## config.mk

```make
export PLATFORM = sky130hd
export DESIGN_NAME = sbr_blend
export DESIGN_NICKNAME = d
export VERILOG_FILES = /design/src/design/sbr_pkg.sv /design/src/design/sbr_blend.sv
export SDC_FILE = /design/constraint.sdc
export NUM_CORES = 1
export LEC_CHECK = 0
export BUFFER_PORTS_ARGS = -buffer_cell sky130_fd_sc_hd__buf_2
export CORE_ASPECT_RATIO = 1.1
export CORE_MARGIN = 3
export CORE_UTILIZATION = 48
export DETAILED_ROUTE_END_ITERATION = 7
export PLACE_DENSITY = 0.65
export REMOVE_ABC_BUFFERS = 1
export SETUP_SLACK_MARGIN = 0.4
export SLEW_MARGIN = 20
export SYNTH_ARGS = -nofsm -noshare
export SYNTH_HDL_FRONTEND = slang
export SYNTH_SLANG_ARGS = --single-unit
```

## constraint.sdc

```tcl
create_clock -name clock -period 13.13 [get_ports clock]
set_input_delay 2.626 -clock clock [delete_from_list [all_inputs] [get_ports clock]]
set_output_delay 2.626 -clock clock [all_outputs]
set_load 0.05 [all_outputs]
```

## src/design/sbr_pkg.sv

```systemverilog
// ----------------------------------------------------------------------------
// sbr_pkg
// Shared widths, reset values, codes and state type of the scanline resampler.
// ----------------------------------------------------------------------------
package sbr_pkg;

   // Fixed field widths
   localparam int IDX_W   = 12;   // src_index, dest_index, out_index
   localparam int WIDTH_W = 13;   // src_width register
   localparam int SCALE_W = 28;   // scale_ratio register
   localparam int CSR_IDX_W  = 1;
   localparam int CSR_DATA_W = SCALE_W;

   // Parameter defaults
   localparam int LINE_MAX_DEF   = 4096;
   localparam int PIXEL_BITS_DEF = 16;
   localparam int FRAC_BITS_DEF  = 16;

   // Register reset values
   localparam logic [WIDTH_W-1:0] SRC_WIDTH_RST   = WIDTH_W'(4096);
   localparam logic [SCALE_W-1:0] SCALE_RATIO_RST = SCALE_W'(65536);

   // Register indexes
   localparam logic [CSR_IDX_W-1:0] CSR_SRC_WIDTH   = 1'b0;
   localparam logic [CSR_IDX_W-1:0] CSR_SCALE_RATIO = 1'b1;

   // Beat commands
   localparam logic CMD_LOAD    = 1'b0;
   localparam logic CMD_COMPUTE = 1'b1;

   typedef enum logic [2:0] {
      ST_IDLE,
      ST_MUL,
      ST_ADDR,
      ST_MIX,
      ST_DONE
   } state_type;

endpackage

```

## src/design/sbr_blend.sv

```systemverilog
// ----------------------------------------------------------------------------
// sbr_blend
// Weighted blend of two neighbor pixels with round-half-up.
// ----------------------------------------------------------------------------
module sbr_blend
   import sbr_pkg::*;
#(
   parameter int PIXEL_BITS = PIXEL_BITS_DEF,
   parameter int FRAC_BITS  = FRAC_BITS_DEF
) (
   input  logic                  clock,
   input  logic                  mix_en,
   input  logic [PIXEL_BITS-1:0] pix_a,
   input  logic [PIXEL_BITS-1:0] pix_b,
   input  logic [FRAC_BITS-1:0]  frac,
   output logic [PIXEL_BITS-1:0] out_pixel
);
   localparam int DIFF_W = PIXEL_BITS + 1;
   localparam int MIX_W  = PIXEL_BITS + FRAC_BITS + 2;
   localparam logic signed [MIX_W-1:0] RND_HALF = MIX_W'(64'd1 << (FRAC_BITS - 1));

   logic signed [DIFF_W-1:0] diff;
   logic signed [MIX_W-1:0]  mix_ff;
   logic [PIXEL_BITS-1:0]    pix_a_ff;
   logic signed [MIX_W-1:0]  rounded;
   logic signed [MIX_W-1:0]  shifted;

   assign diff = $signed({1'b0, pix_b}) - $signed({1'b0, pix_a});

   always_ff @(posedge clock) begin
      if (mix_en) begin
         mix_ff   <= MIX_W'(diff * $signed({1'b0, frac}));
         pix_a_ff <= pix_a;
      end
   end

   // a + floor(((b - a) * f + half) / 2^F); the sum stays between a and b
   always_comb begin
      rounded   = mix_ff + RND_HALF;
      shifted   = rounded >>> FRAC_BITS;
      out_pixel = pix_a_ff + shifted[PIXEL_BITS-1:0];
   end
endmodule

```

==> qor.yml <==
outcome: "completed"
synth_edf_count: 33
cp.depth: 31
vias: 8799
drive_gt1_frac: 0.0748
post_cts_resized: 0
dp_hpwl_um: 23300
diodes: 0
gp_congestion: 0.848
synth_cells: 1355
crit_path_top_delay_cell: "fa_1"
yosysWarnings: 0
yosysUniqueCellTypes: 56
core_um2: 25400
clock.fmax_mhz: 93.4
cpPeakStageDelay_ns: 0.67
worstPathMaxFanout: 21
h-tree-depth: 2
fin_setup_tns_ns: 0
overflow: 0
final_cells: 1749
fp.dieW_um: 159
async_flop_share: 0
rsz0062_at_grt: "false"
busiest_layer: "met2"
slew_viol_final: 0
finalCritPeriodShare: 0.815
postCtsSetupBuffers: 0
dp_slack_ns: 2.10
die_h_um: 175
start_util: 0.489
netlist_area_um2: 12400
grt_max_degree: 34
antenna_found_initial: 0
cpMostUsedCell: "fa_1"
syn_area_per_cell_um2: 9.18
clock_sinks: 33
dieArea_um2: 27900
tightest_slew_ns: 1.05
tritoncts: "done"
grtUsageMet2: 0.387
cts_root_buf: "clkbuf_16"
critPathTopFamily: "adder cells"
area_delta_synth_final_pct: 7.40
postLayoutSetupSlackWorst_ns: 2.42
antenna_left: 0
hold_path.class: "in -> reg"
cp.arrival_ns: 10.73
gr-usage-met1: 0.286
final_cell_mix: "343 x inv_1, 263 x fa_1, 150 x nand2_1"
finalHoldViolations: 0
pin_count: 66
hold_depth: 1
vias_per_cell: 5.03
crit_start: "pix_a[0]"
hold_slack_ns: 2.53
synth-seq-cells: 33
maxCapViolations: 0
cts_hold_buf: 0
wl_per_cell_um: 16.2
required_ns: 13.16
drc_errors: 0
firstDrtPassIters: 4
start_kind: "input pin"
fin_crit_ns: 10.71
yosysSeqAreaShare: 0.0797
grt_use_total: 0.214
cts_max_path_buffers: 2
grt_use_met3: 0.0199
crit_end: "mix_ff[31]$_DFFE_PP_"
path_class: "in -> reg"
grt_pass1_wl_um: 48600
wirelength_um: 28300
grt_pass1_vias: 9698
nets: 1828
setup_viol: 0
rows: 61
relSlewSlack: 0.295
cts.clk_slew.worst_paths_ns: 0.06
port_buffers: 65
dp.cells: 1741
ys.flop_type: "edfxtp_1"
cts_buffers: 5
final_common_cell: "inv_1"
drt_iter0_drc: 345
critPathCaptureType: "flop"
path_buf_inv: 4
cells in the mapped netlist, types with 10 or more instances:
| cell type | number | share of area |
|---|---|---|
| fa_1 | 263 | 0.42 |
| edfxtp_1 | 33 | 0.080 |
| nand2b_1 | 13 | 0.0065 |
| nand2_1 | 150 | 0.045 |
| a21oi_1 | 34 | 0.014 |
| nor2_1 | 34 | 0.010 |
| inv_1 | 343 | 0.10 |
| nor3_1 | 10 | 0.0040 |
| nand3_1 | 13 | 0.0052 |
| clkbuf_1 | 34 | 0.010 |
| nor2b_1 | 26 | 0.013 |
| and2_1 | 117 | 0.059 |
| ha_1 | 113 | 0.11 |
| xnor2_1 | 58 | 0.041 |
| a21o_1 | 11 | 0.0066 |
| xor2_1 | 16 | 0.011 |
logic make-up after synthesis:
group | count (synthesis) | synth area share
buffers and inverters | 382 | 0.116
xor gates and xnor gates | 75 | 0.0534
and+or+nand+nor | 390 | 0.159
adders and majority gates | 376 | 0.537
DFF | 33 | 0.0797
AOI/OAI and AO/OA | 99 | 0.0548
sequential cells by signal, summed over array words and instances (netlist names):
register and count:
pix_a_ff 16, mix_ff 17
per-layer routing:
layer	routed length (um)	up-vias
met1	12700	4471
met2	14300	171
li1	-	4129
met4	425	0
met3	914	28
met5	0	-
through the flow:
stage | util | area (um^2)
global placement | 0.519 | 13200
CTS | 0.525 | 13400
detailed placement | 0.519 | 13200
global route | 0.525 | 13400
floorplan | - | 12300
finish | 0.525 | 13400
area by class of cell:
| type | count | area, um^2 |
|---|---|---|
| flip-flops and latches | 33 | 991 |
| clock buffers | 5 | 125 |
| fillers | 2333 | 12100 |
| well taps | 346 | 433 |
| inverters | 343 | 1290 |
| repair buffers | 79 | 430 |
| clock inverters | 3 | 46.3 |
| multi-input cells | 940 | 10000 |
how the worst min path moves through the flow:
stage	start	to	slack, ns
global route	pix_a[2]	pix_a_ff[2]$_DFFE_PP_	2.53
global placement	pix_a[15]	pix_a_ff[15]$_DFFE_PP_	2.82
detailed placement	pix_a[15]	pix_a_ff[15]$_DFFE_PP_	2.82
finish	pix_a[15]	pix_a_ff[15]$_DFFE_PP_	2.53
floorplan	pix_a[0]	pix_a_ff[0]$_DFFE_PP_	2.72
CTS	pix_a[15]	pix_a_ff[15]$_DFFE_PP_	2.53
Power is not shown: default switching activity piles up to over one toggle a cycle in this logic, so the estimate is an artifact.
