===== src/design/sbr_pkg.sv =====
// ----------------------------------------------------------------------------
// sbr_pkg
// Shared widths, reset values, codes and state type of the scanline resampler.
// ----------------------------------------------------------------------------
package sbr_pkg;

   // Fixed field widths
   localparam int IDX_W   = 12;   // src_index, dest_index, out_index
   localparam int WIDTH_W = 13;   // src_width register
   localparam int SCALE_W = 28;   // scale_ratio register
   localparam int CSR_IDX_W  = 1;
   localparam int CSR_DATA_W = SCALE_W;

   // Parameter defaults
   localparam int LINE_MAX_DEF   = 4096;
   localparam int PIXEL_BITS_DEF = 16;
   localparam int FRAC_BITS_DEF  = 16;

   // Register reset values
   localparam logic [WIDTH_W-1:0] SRC_WIDTH_RST   = WIDTH_W'(4096);
   localparam logic [SCALE_W-1:0] SCALE_RATIO_RST = SCALE_W'(65536);

   // Register indexes
   localparam logic [CSR_IDX_W-1:0] CSR_SRC_WIDTH   = 1'b0;
   localparam logic [CSR_IDX_W-1:0] CSR_SCALE_RATIO = 1'b1;

   // Beat commands
   localparam logic CMD_LOAD    = 1'b0;
   localparam logic CMD_COMPUTE = 1'b1;

   typedef enum logic [2:0] {
      ST_IDLE,
      ST_MUL,
      ST_ADDR,
      ST_MIX,
      ST_DONE
   } state_type;

endpackage


===== src/design/sbr_addr_gen.sv =====
// ----------------------------------------------------------------------------
// sbr_addr_gen
// Source position multiply, then split into clamped tap addresses and fraction.
// ----------------------------------------------------------------------------
module sbr_addr_gen
   import sbr_pkg::*;
#(
   parameter int LINE_MAX  = LINE_MAX_DEF,
   parameter int FRAC_BITS = FRAC_BITS_DEF
) (
   input  logic                        clock,
   input  logic                        mul_en,
   input  logic [IDX_W-1:0]            dest_index,
   input  logic [SCALE_W-1:0]          scale_ratio,
   input  logic [WIDTH_W-1:0]          src_width,
   output logic [$clog2(LINE_MAX)-1:0] p1,
   output logic [$clog2(LINE_MAX)-1:0] p2,
   output logic [FRAC_BITS-1:0]        frac
);
   localparam int ADDR_W = $clog2(LINE_MAX);
   localparam int PROD_W = IDX_W + 1 + SCALE_W;
   localparam int POS_W  = PROD_W - 1;
   localparam int P_W    = POS_W - FRAC_BITS;
   localparam int LIM_W  = ($clog2(LINE_MAX + 1) > WIDTH_W) ? $clog2(LINE_MAX + 1) : WIDTH_W;

   logic [PROD_W-1:0] prod_ff;
   logic [POS_W-1:0]  pos;
   logic [P_W-1:0]    p1_full;
   logic [LIM_W-1:0]  width_eff;
   logic [ADDR_W-1:0] max_idx;

   // (x + 0.5) * scale as ((2x + 1) * scale) >> 1
   always_ff @(posedge clock) begin
      if (mul_en) begin
         prod_ff <= PROD_W'({dest_index, 1'b1}) * PROD_W'(scale_ratio);
      end
   end

   always_comb begin
      width_eff = LIM_W'(src_width);
      if (width_eff == '0) begin
         width_eff = LIM_W'(1);
      end
      if (width_eff > LIM_W'(LINE_MAX)) begin
         width_eff = LIM_W'(LINE_MAX);
      end
      max_idx = ADDR_W'(width_eff - LIM_W'(1));

      pos     = prod_ff[PROD_W-1:1];
      p1_full = pos[POS_W-1:FRAC_BITS];
      frac    = pos[FRAC_BITS-1:0];

      if (p1_full > P_W'(max_idx)) begin
         p1 = max_idx;
      end else begin
         p1 = ADDR_W'(p1_full);
      end
      p2 = (p1 == max_idx) ? max_idx : p1 + ADDR_W'(1);
   end
endmodule


===== config.mk =====
export PLATFORM = sky130hd
export DESIGN_NAME = sbr_addr_gen
export DESIGN_NICKNAME = d
export VERILOG_FILES = /design/src/design/sbr_pkg.sv /design/src/design/sbr_addr_gen.sv
export SDC_FILE = /design/constraint.sdc
export NUM_CORES = 1
export LEC_CHECK = 0
export BUFFER_PORTS_ARGS = -buffer_cell sky130_fd_sc_hd__buf_2
export CAP_MARGIN = 30
export CORE_UTILIZATION = 58
export DETAILED_ROUTE_END_ITERATION = 6
export PLACE_DENSITY = 0.8
export SLEW_MARGIN = 20
export SYNTH_ARGS = -nofsm -noshare
export SYNTH_HDL_FRONTEND = slang
export SYNTH_SLANG_ARGS = --single-unit

===== constraint.sdc =====
create_clock -name clock -period 7 [get_ports clock]
set_input_delay 1.4 -clock clock [delete_from_list [all_inputs] [get_ports clock]]
set_output_delay 1.4 -clock clock [all_outputs]
set_load 0.05 [all_outputs]

==> impl_metrics.json, run 1 <==
{
  "numCtsBuffers": 5,
  "cts.sinks": 40,
  "layoutNonFillerInstCount": 1887,
  "critPathKind": "primary input to output port",
  "avgSynthCellArea_sq_um": 9.13,
  "multi_input_area_sq_um": 11200,
  "cp-end-kind": "output port",
  "rsz0062_at_grt": "true",
  "clk_pin_slew_ns": 0.06,
  "place_inst": 1872,
  "area_growth_pct": 11.8,
  "track_usage_pct": 28.4,
  "cts_buffer_depth": 2,
  "grt_overflow": 0,
  "die_y_um": 155,
  "n_antenna_cell": 0,
  "holdWs_ns": 1.69,
  "viasPerCell": 5.61,
  "place_congestion": 0.905,
  "synth_edf_count": 40,
  "drv_cap": 0,
  "fin_nets": 2013,
  "yosysWarnings": 0,
  "fillers": 1783,
  "start_util_pct": 59.4,
  "antenna_found_initial": 0,
  "ys_seq_area_share_pct": 8.87,
  "dp_hpwl_um": 26900,
  "maxSlewHeadroom_pct": 41.9,
  "wirelength_um": 32200,
  "finalSetupViolCount": 3,
  "cts_root_buffer": "clkbuf_16",
  "crit_buf_inv": 2,
  "min_period_over_period_pct": 101,
  "drt_first_iter_violations": 805,
  "arrival_ns": 5.69,
  "pre_cts_ws_ns": -0.0651,
  "synth.distinct_cells": 63,
  "grt_pass1_wl_um": 53800,
  "grt_max_degree": 41,
  "period_minus_slack_ns": 7.09,
  "synth_seq_cells": 40,
  "syn_area_sq_um": 13500,
  "dieArea_sq_um": 24000,
  "status": "finished, violations left",
  "required_ns": 5.60,
  "row_count": 55,
  "largestRegisters": "prod_ff (40)",
  "tightestPinTransition_ns": 0.871,
  "first_pass_iters": 5,
  "largest-register": "prod_ff",
  "die_w_um": 155,
  "max_stage_delay_ns": 0.38,
  "worst_setup_path_start_kind": "primary input",
  "port_buffers": 94,
  "tritoncts": "yes",
  "crit_fanout": 5,
  "slew_violations": 0,
  "fmax_ghz": 0.141,
  "final_common_cell": "fa_1",
  "grt_pass1_vias": 11168,
  "num_vias": 10584,
  "syn-num-nets": 1922,
  "io_pins": 95,
  "hold_viol_final": 0,
  "violations": "setup timing",
  "core-area_sq_um": 22800,
  "dominantRegCellSynth": "edfxtp_1",
  "crit_family": "simple AND/OR/NAND/NOR gates",
  "cp_slowest_cell": "nor3_4",
  "drcViolationCount": 0,
  "regArea_sq_um": 1200,
  "largest_register_ffs": 40,
  "cts-htree-levels": 2,
  "avgRoutedWirePerCell_um": 17.0,
  "ant_nets": 0,
  "layout_common_cells": "fa_1 (286), inv_1 (273), nand2_1 (251)",
  "setup_slack_ns": -0.0919,
  "hp-class": "primary input to register",
  "ys_async_sr_fraction_pct": 0,
  "synthCells": 1482,
  "drive_gt1_share_pct": 14.5
}
==> final cells by class <==
cell class	count	share of cell area, %
Timing Repair Buffer	173	7.80
Inverter	273	6.77
Clock buffer	5	0.827
Clock inverter	3	0.306
Multi-Input combinational cell	1080	73.8
Tap cell	313	2.59
Sequential cell	40	7.94
==> cell usage after synthesis, drive strengths merged (2+ instances only) <==
cell,number,area (sq um)
a211o,3,26.3
a211oi,4,30.0
a21boi,3,22.5
a21o,16,120
a21oi,53,277
a221oi,3,26.3
a2bb2oi,2,17.5
a311oi,3,32.5
a31o,2,17.5
a31oi,5,46.3
and2,112,701
and3,3,18.8
buf,21,155
clkbuf,68,256
edfxtp,40,1200
fa,286,5730
ha,99,1240
inv,273,1020
mux2i,16,160
nand2,254,961
nand2b,7,43.8
nand3,14,75.1
nand4,10,62.6
nand4b,3,26.3
nor2,41,154
nor2b,6,37.5
nor3,13,75.1
nor4,11,129
o211ai,5,37.5
o21a,6,45.0
o21ai,17,88.8
o21bai,5,37.5
o22ai,2,12.5
o31ai,6,45.0
or3,4,25.0
xnor2,43,377
xor2,11,96.3
==> metal layers <==
metal | vias to the layer above | track usage [%] | part of all wire (%)
met5 | - | 0 | 0
met4 | 0 | 9.19 | 2.2
met3 | 71 | 3.67 | 7.7
met2 | 504 | 48.0 | 49
met1 | 5280 | 38.1 | 41
li1 | 4729 | - | -
==> stage by stage <==
| step | TNS [ns] | util, % | instance area [sq um] |
|---|---|---|---|
| floorplan | -0.898 | - | 13700 |
| global placement | 0 | 64.8 | 14800 |
| detailed placement | -0.0874 | 64.8 | 14800 |
| CTS | 0 | 65.6 | 14900 |
| global route | -0.953 | 66.4 | 15100 |
| finish | -0.120 | 66.4 | 15100 |
==> final timing paths <==
kind	slack (ns)	from	end	cells past startpoint
worst min-delay path	1.69	scale_ratio[1]	prod_ff[1]	2
worst max-delay path	-0.09	src_width[8]	p2[8]	25
==> kinds of logic (layout without fill, tap and decap cells) <==
group | Yosys count | after routing | share of synthesized area (%)
buffers and inverters | 362 | 454 | 10.6
adder cells (fa/ha/maj) | 385 | 385 | 51.4
flip-flops | 40 | 40 | 8.87
multiplexers | 17 | 17 | 1.27
XOR/XNOR | 54 | 54 | 3.49
AO/OA/AOI/OAI | 141 | 141 | 6.95
AND/OR/NAND/NOR | 483 | 483 | 17.4
==> timing repair <==
| item | in CTS | in global routing |
|---|---|---|
| hold buffers | 0 | 0 |
| gates resized for setup | 3 | 27 |
| endpoints found under the hold margin | 0 | 0 |
| endpoints found under the setup margin | 3 | 8 |
| pin swaps | 0 | 20 |
| buffers inserted | 0 | 8 |
Power of run 1 is left out: the tool's default activity adds up to more than one toggle a clock period on the data nets, which glitch-free logic cannot reach.
==> run 2, diff against run 1 <==
- RECOVER_POWER: not set -> 50
- SKIP_CTS_REPAIR_TIMING: not set -> 1
- SKIP_LAST_GASP: not set -> 1
==> impl_metrics.json, run 2 (synthesis results as in run 1) <==
{
  "die_w_um": 155,
  "rsz0062_at_grt": "true",
  "largest_register_ffs": 40,
  "min_period_over_period_pct": 101,
  "final_common_cell": "fa_1",
  "slew_violations": 41,
  "violations": "capacitance limit, slew limit, setup timing",
  "clk_pin_slew_ns": 0.06,
  "drv_cap": 1,
  "wirelength_um": 32100,
  "grt_pass1_vias": 11164,
  "fillers": 1791,
  "drt_first_iter_violations": 814,
  "tritoncts": "yes",
  "worst_setup_path_start_kind": "primary input",
  "place_inst": 1872,
  "track_usage_pct": 28.4,
  "tightestPinTransition_ns": 2.10,
  "cts.sinks": 40,
  "min_to": "prod_ff[1]",
  "cts_buffer_depth": 2,
  "io_pins": 95,
  "maxSlewHeadroom_pct": -39.7,
  "required_ns": 5.60,
  "avgRoutedWirePerCell_um": 17.0,
  "ant_nets": 0,
  "layoutNonFillerInstCount": 1887,
  "grt_overflow": 0,
  "arrival_ns": 5.69,
  "antenna_found_initial": 0,
  "core-area_sq_um": 22800,
  "first_pass_iters": 5,
  "dp_hpwl_um": 26900,
  "fin_nets": 2013,
  "utilization_pct": 66.3,
  "hp-start": "scale_ratio[1]",
  "fmax_ghz": 0.141,
  "numCtsBuffers": 5,
  "period_minus_slack_ns": 7.09,
  "holdWs_ns": 1.69,
  "port_buffers": 94,
  "row_count": 55,
  "area_growth_pct": 11.6,
  "place_congestion": 0.905,
  "cp-end-kind": "output port",
  "dieArea_sq_um": 24000,
  "layout_common_cells": "fa_1 (286), inv_1 (273), nand2_1 (251)",
  "largest-register": "prod_ff",
  "die_y_um": 155,
  "status": "finished, violations left",
  "hold_viol_final": 0,
  "critPathKind": "primary input to output port",
  "hp-class": "primary input to register",
  "n_antenna_cell": 0,
  "num_vias": 10534,
  "grt_max_degree": 41,
  "hold_depth": 2,
  "drive_gt1_share_pct": 13.3,
  "crit_fanout": 5,
  "largestRegisters": "prod_ff (40)",
  "cts_root_buffer": "clkbuf_16",
  "grt_pass1_wl_um": 53800,
  "drcViolationCount": 0,
  "viasPerCell": 5.58,
  "cts-htree-levels": 2,
  "finalSetupViolCount": 3,
  "setup_slack_ns": -0.0866,
  "start_util_pct": 59.4
}
[run 2: changes by cell type in the layout (fill, tap and decap cells not counted)]
cell | previous run | this run
clkbuf_1 | 0 | 18
a21oi_1 | 50 | 51
buf_4 | 73 | 72
buf_2 | 88 | 71
a21oi_2 | 1 | 0
[run 2: final cells by class]
cell class	count	area [sq um]	area share, %
clock buffers	5	125	0.828
clock inverters	3	46.3	0.307
inverters	273	1020	6.78
multi-input cells	1080	11200	73.9
flip-flops and latches	40	1200	7.95
well taps	313	392	2.59
repair buffers	173	1150	7.65
[run 2: worst max path at each step]
stage                  startpoint     endpoint  slack [ns]
floorplan            src_width[9]        p2[8]       -0.30
global placement    dest_index[0]  prod_ff[37]        0.02
detailed placement   src_width[9]        p2[8]       -0.07
CTS                  src_width[9]        p2[8]       -0.08
global route         src_width[8]        p2[8]       -0.33
finish               src_width[8]        p2[8]       -0.09
[run 2: stage by stage]
step	worst slack, ns	area [sq um]	setup TNS, ns
6_report	-0.0866	15100	-0.110
5_1_grt	-0.332	15100	-0.945
4_1_cts	-0.0788	14900	-0.120
3_5_place_dp	-0.0651	14800	-0.0874
3_3_place_gp	0.0157	14800	0
2_1_floorplan	-0.302	13700	-0.898
[run 2: worst max-delay path, cell delays in order]
cell	delay [ns]
buf_8	0.10
nor4_4	0.31
nand3_2	0.14
nor2_4	0.14
o21ai_4	0.08
ha_4	0.18
nor2b_4	0.13
nand4_1	0.12
o221ai_4	0.12
ha_1	0.29
and2_1	0.11
nand4_1	0.17
a211o_1	0.34
nand3_2	0.12
nor3_4	0.06
nor3_4	0.38
mux2i_4	0.33
ha_4	0.17
nand2_4	0.05
nor2_4	0.12
nand2_2	0.09
nor4_4	0.31
xnor2_2	0.11
mux2i_4	0.15
buf_6	0.17
[run 2: metal layers]
layer  global-route usage [%]  wire (um)  vias to the layer above
met5                        0          0                        -
met4                     9.19        718                        0
met3                     3.70       2370                       73
met2                     48.0      15700                      470
met1                     38.1      13300                     5264
li1                         -          -                     4727
Power of run 2 is left out for the same reason.
